==> config.mk <==
export PLATFORM = sky130hd
export DESIGN_NAME = rlmm_axis
export DESIGN_NICKNAME = d
export VERILOG_FILES = /design/src/rtl/rate_loop_motor_mixer_top_assert.svh /design/src/rtl/rlmm_pkg.sv /design/src/rtl/rlmm_axis.sv
export SDC_FILE = /design/constraint.sdc
export NUM_CORES = 2
export LEC_CHECK = 0
export BUFFER_PORTS_ARGS = -buffer_cell sky130_fd_sc_hd__buf_2
export CORE_ASPECT_RATIO = 1.5
export CORE_MARGIN = 5
export CORE_UTILIZATION = 60
export DETAILED_ROUTE_END_ITERATION = 7
export GPL_TIMING_DRIVEN = 0
export PLACE_DENSITY = 0.88
export RECOVER_POWER = 25
export SYNTH_ARGS = -nofsm -noshare
export SYNTH_HDL_FRONTEND = slang
export SYNTH_SLANG_ARGS = --single-unit
==> constraint.sdc <==
create_clock -name clk -period 8.4 [get_ports clk]
set_input_delay 1.68 -clock clk [delete_from_list [all_inputs] [get_ports clk]]
set_output_delay 1.68 -clock clk [all_outputs]
set_load 0.01 [all_outputs]
==> src/rtl/rate_loop_motor_mixer_top_assert.svh <==
// Assertion macros used by the rate loop motor mixer top level.
`ifndef RATE_LOOP_MOTOR_MIXER_TOP_ASSERT_SVH
`define RATE_LOOP_MOTOR_MIXER_TOP_ASSERT_SVH

// Checks that a condition implies another in the same cycle.
`define RLMM_ASSERT_SAME(label, clk, rst, cond, expr) \
  label: assert property (@(posedge clk) disable iff (rst) (cond) |-> (expr)) \
    else $error("rlmm: same-cycle check failed");

// Checks that a condition implies another in the following cycle.
`define RLMM_ASSERT_NEXT(label, clk, rst, cond, expr) \
  label: assert property (@(posedge clk) disable iff (rst) (cond) |=> (expr)) \
    else $error("rlmm: next-cycle check failed");

`endif

==> src/rtl/rlmm_pkg.sv <==
// Package with shared types, register indexes and saturation helper for the mixer.
`default_nettype none

package rlmm_pkg;

  localparam int NumRegs = 8;
  localparam int RegIdxW = 3;
  localparam int AddrW   = 5;
  localparam int Latency = 6;

  localparam logic [15:0] CfgReset = 16'd256;

  localparam logic [RegIdxW-1:0] REG_ROLL_GAIN     = 3'd0;
  localparam logic [RegIdxW-1:0] REG_PITCH_GAIN    = 3'd1;
  localparam logic [RegIdxW-1:0] REG_YAW_GAIN      = 3'd2;
  localparam logic [RegIdxW-1:0] REG_INERTIA_ROLL  = 3'd3;
  localparam logic [RegIdxW-1:0] REG_INERTIA_PITCH = 3'd4;
  localparam logic [RegIdxW-1:0] REG_INERTIA_YAW   = 3'd5;
  localparam logic [RegIdxW-1:0] REG_INV_ARM       = 3'd6;
  localparam logic [RegIdxW-1:0] REG_INV_DRAG      = 3'd7;

  typedef struct packed {
    logic               sat;
    logic signed [15:0] val;
  } sat_t;

  function automatic sat_t sat16(input logic signed [24:0] v);
    sat_t r;
    if (v > 25'sd32767) begin
      r.sat = 1'b1;
      r.val = 16'sh7fff;
    end else if (v < -25'sd32768) begin
      r.sat = 1'b1;
      r.val = 16'sh8000;
    end else begin
      r.sat = 1'b0;
      r.val = v[15:0];
    end
    return r;
  endfunction

endpackage

`default_nettype wire

==> src/rtl/rlmm_axis.sv <==
// One axis lane: rate error, gain, inertia and mixer factor with rounding and clipping.
`default_nettype none

module rlmm_axis (
  input  wire logic               clk,
  input  wire logic signed [15:0] meas,
  input  wire logic signed [15:0] target,
  input  wire logic [15:0]        gain,
  input  wire logic [15:0]        inertia,
  input  wire logic [15:0]        factor,
  input  wire logic               neg,
  output rlmm_pkg::sat_t          term
);
  import rlmm_pkg::*;

  logic signed [16:0] err;
  logic signed [32:0] prod_gain;
  logic signed [31:0] prod_inertia;
  logic signed [31:0] prod_factor;
  logic               sat3;
  logic               sat4;

  logic signed [16:0] gain_s;
  logic signed [16:0] inertia_s;
  logic signed [16:0] factor_s;
  logic signed [32:0] gain_rnd;
  logic signed [31:0] inertia_rnd;
  logic signed [31:0] factor_sgn;
  logic signed [31:0] factor_rnd;
  sat_t               accel;
  sat_t               moment;
  sat_t               term_next;

  assign gain_s    = {1'b0, gain};
  assign inertia_s = {1'b0, inertia};
  assign factor_s  = {1'b0, factor};

  assign gain_rnd    = prod_gain + 33'sd128;
  assign accel       = sat16(gain_rnd[32:8]);
  assign inertia_rnd = prod_inertia + 32'sd2048;
  assign moment      = sat16({{5{inertia_rnd[31]}}, inertia_rnd[31:12]});
  assign factor_sgn  = neg ? -prod_factor : prod_factor;
  assign factor_rnd  = factor_sgn + 32'sd128;

  always_comb begin
    term_next     = sat16({factor_rnd[31], factor_rnd[31:8]});
    term_next.sat = term_next.sat | sat4;
  end

  always_ff @(posedge clk) begin
    err          <= 17'(target) - 17'(meas);
    prod_gain    <= err * gain_s;
    prod_inertia <= accel.val * inertia_s;
    sat3         <= accel.sat;
    prod_factor  <= moment.val * factor_s;
    sat4         <= sat3 | moment.sat;
    term         <= term_next;
  end

endmodule

`default_nettype wire

==> reports/results.ini <==
[setup_path]
cp_data_arrival_time_ns=9.00
setup.worst_path.start=prod_gain[22]
crit_slowest_cell=sky130_fd_sc_hd__fa_1
worst_r2r_startpoint=prod_gain[22]
critPathMaxFanout=10
critPathCaptureType=flip-flop
cpMostUsedCell=sky130_fd_sc_hd__fa_1
regToRegSetupSlack_ns=-0.22
worst-endpoint-required_ns=8.78
setup.worst_path.end=prod_inertia[27]
timing.setup.critical_path_class=flip-flop to flip-flop
max_stage_delay_ns=0.54
count_of_cells_along_the_worst_register_to_register_path=31
critPathLaunchType=flip-flop
rr_endpoint=prod_inertia[27]

[clocking]
cts_buffer_depth=2
cts_root_buffer=sky130_fd_sc_hd__clkbuf_16
cts.clk_slew.worst_paths_ns=0.06
cts_tree=yes
postCtsHoldBufs=0
htree_num_levels=4
clkSinkCount=115
clock_latency_ns=0.48
cts_made_buffers=17

[placed_design]
numPortBuffers=92
postPlaceCellArea_um2=34030
detailedPlacementHpwl_mm=70.94
gp_congestion=0.9943

[die]
die-area_um2=59360
die_x_um=200.6
floorplan.die.height_um=295.9
start_util_pct=60.70
core.rowCount=104
boundaryPins=99
core_box_area_um2=53870

[run_status]
outcome=finished, violations left
violations_in_the_final_reports=design-rule violations, negative setup slack

[logic_synthesis]
synth_nets=4786
ys_dominant_reg_cell=sky130_fd_sc_hd__dfxtp_1
post_synth_inst_count=3712
ys_types=75
ys_seq_area_share_pct=7.041
yosys_warning_count=0
async_flop_share_pct=0
ys_ff_latch=115
synthesis.area_per_instance_um2=8.809
synth.cell_area_um2=32700
synth_edf_count=0

[cells_and_area]
syn2layout_area_growth_pct=10.57
layout-drive-gt1-share_pct=9.453
num-nets-final=4954
fin_area_um2=36150

[routing]
avgRoutedWirePerCell_um=20.65
first_iter_violations=2245
wl_met2_mm=47.70
final_wirelength_mm=94.64
drc_errors=7
route.antenna.remaining_nets=0
viasPerCell=5.957
highest_layer=met4
m1WireLength_mm=29.25
firstDrtPassIters=8
detailroute.via_count=27310
detailroute.wirelength.met3_mm=7.950

[timing]
report.final.hold_viol_count=0
final.setup_skew_ns=0.01556
max-slew-margin-rel_pct=28.52
finalWorstSetupSlack_ns=-0.2224
final.min_clock_period_ns=8.622
setup_viol=4
worst_slew_pin_slew_ns=1.064
final_max_slew_viol_count=0
finalCritPeriodShare_pct=102.6
max_freq_mhz=116.0

[global_routing]
grt_antenna_before_repair=3
grt_start_max_net_pins=17
grt_pass1_wl_mm=145.3
gr-usage-all-layers_pct=30.78
grt_pass1_vias=29430
grt_overflow=0

[min_path]
worstHoldPathType=flip-flop to flip-flop

[flow_run]
timing.max_cap.violations=0

-- what timing repair did --
item / CTS / global route
buffers inserted: 34 / 27
gates resized for setup: 166 / 104
pin swaps: 18 / 48
cloned: 3 / 0
setup endpoints to repair: 38 / 23
-- critical path: cells and delay by family (launching register included) --
family | cells | cell delay [ns]
xor gates and xnor gates | 1 | 0.25
adders and majority gates | 7 | 3.42
DFF | 1 | 0.39
buffers and inverters | 6 | 0.82
and+or+nand+nor | 8 | 2.03
AOI/OAI and AO/OA | 9 | 1.62
-- worst min-delay path by stage --
stage	from	cells after the start	slack, ns	endpoint
detailed placement	sat4	1	0.41	term[16]
global route	sat4	1	0.46	term[16]
floorplan	sat4	1	0.38	term[16]
finish	sat4	1	0.41	term[16]
global placement	sat4	1	0.42	term[16]
CTS	sat4	1	0.42	term[16]
-- state kept, by name, indices dropped and copies added, names as in the netlist --
register      cells
sat4              1
sat3              1
prod_gain        26
prod_inertia     21
term             17
prod_factor      32
err              17
-- cell usage after synthesis, drive strengths merged (17+ instances only) --
| library cell | n | share of area [%] |
|---|---|---|
| a21oi | 71 | 1.1 |
| xor2 | 62 | 1.7 |
| clkbuf | 124 | 1.4 |
| nor3 | 23 | 0.37 |
| nor2 | 106 | 1.2 |
| o21ai | 90 | 1.4 |
| and2 | 329 | 6.3 |
| xnor2 | 102 | 2.8 |
| ha | 332 | 13 |
| fa | 660 | 40 |
| nand3 | 43 | 0.66 |
| nor2b | 54 | 1.0 |
| a21o | 36 | 0.83 |
| dfxtp | 115 | 7.0 |
| nand2b | 18 | 0.34 |
| inv | 842 | 9.7 |
| nand2 | 461 | 5.3 |
| or2 | 17 | 0.33 |
| nand4 | 27 | 0.56 |
-- through the flow --
step	std cells	hold WS (ns)	utilization (%)	setup TNS [ns]	setup WS (ns)
floorplan	3712	0.3819	-	0	0.01900
global placement	4493	0.4212	63.17	-19.36	-1.462
detailed placement	4493	0.4145	63.17	-24.16	-1.626
CTS	4557	0.4234	65.99	0	0.0009290
global route	4583	0.4555	67.11	-3.107	-0.3963
finish	4584	0.4122	67.11	-0.3986	-0.2224
-- metal layers --
| metal | vias up | global-route usage [%] |
|---|---|---|
| li1 | 11560 | - |
| met4 | 0 | 24.34 |
| met2 | 1640 | 55.38 |
| met1 | 13390 | 31.99 |
| met5 | - | 0 |
| met3 | 714 | 4.999 |
-- area by class of cell --
class	instances	area (um2)
tap	689	862.1
clock buffer	19	442.9
timing repair buffer	156	974.7
fill	3872	17720
buffer	123	724.4
sequential	115	2328
antenna	2	5.005
clock inverter	13	170.2
inverter	843	3164
multi-input combinational	2624	27480
-- layout by cell type, fill, tap and decap left out, types with 19 or more instances in the layout --
cell type,synthesis,routed
sky130_fd_sc_hd__xor2_1,61,58
sky130_fd_sc_hd__buf_2,3,94
sky130_fd_sc_hd__and2_1,328,328
sky130_fd_sc_hd__fa_1,660,653
sky130_fd_sc_hd__nand2_1,461,458
sky130_fd_sc_hd__a21o_1,36,36
sky130_fd_sc_hd__ha_1,332,323
sky130_fd_sc_hd__nor2_1,105,102
sky130_fd_sc_hd__o21ai_1,34,19
sky130_fd_sc_hd__a21oi_1,70,60
sky130_fd_sc_hd__nor2b_1,54,54
sky130_fd_sc_hd__inv_1,842,841
sky130_fd_sc_hd__dfxtp_1,115,102
sky130_fd_sc_hd__xnor2_1,100,100
sky130_fd_sc_hd__clkbuf_1,124,85
sky130_fd_sc_hd__nand3_1,43,40
sky130_fd_sc_hd__buf_4,1,61
sky130_fd_sc_hd__o21ai_4,0,23
sky130_fd_sc_hd__nand4_1,26,26
sky130_fd_sc_hd__o21ai_0,56,45
-- cells by family after synthesis --
| logic type | after synthesis | synth area share, % |
|---|---|---|
| flip-flops | 115 | 7.041 |
| multiplexers | 5 | 0.1531 |
| XOR/XNOR | 164 | 4.462 |
| AND/OR/NAND/NOR | 1145 | 17.71 |
| buffers and inverters | 973 | 11.24 |
| AO/OA/AOI/OAI | 318 | 6.283 |
| adder cells (fa/ha/maj) | 992 | 53.11 |
Power is left out: the tool's default activity adds up to more than one toggle a clock period on the data nets, which glitch-free logic cannot reach.
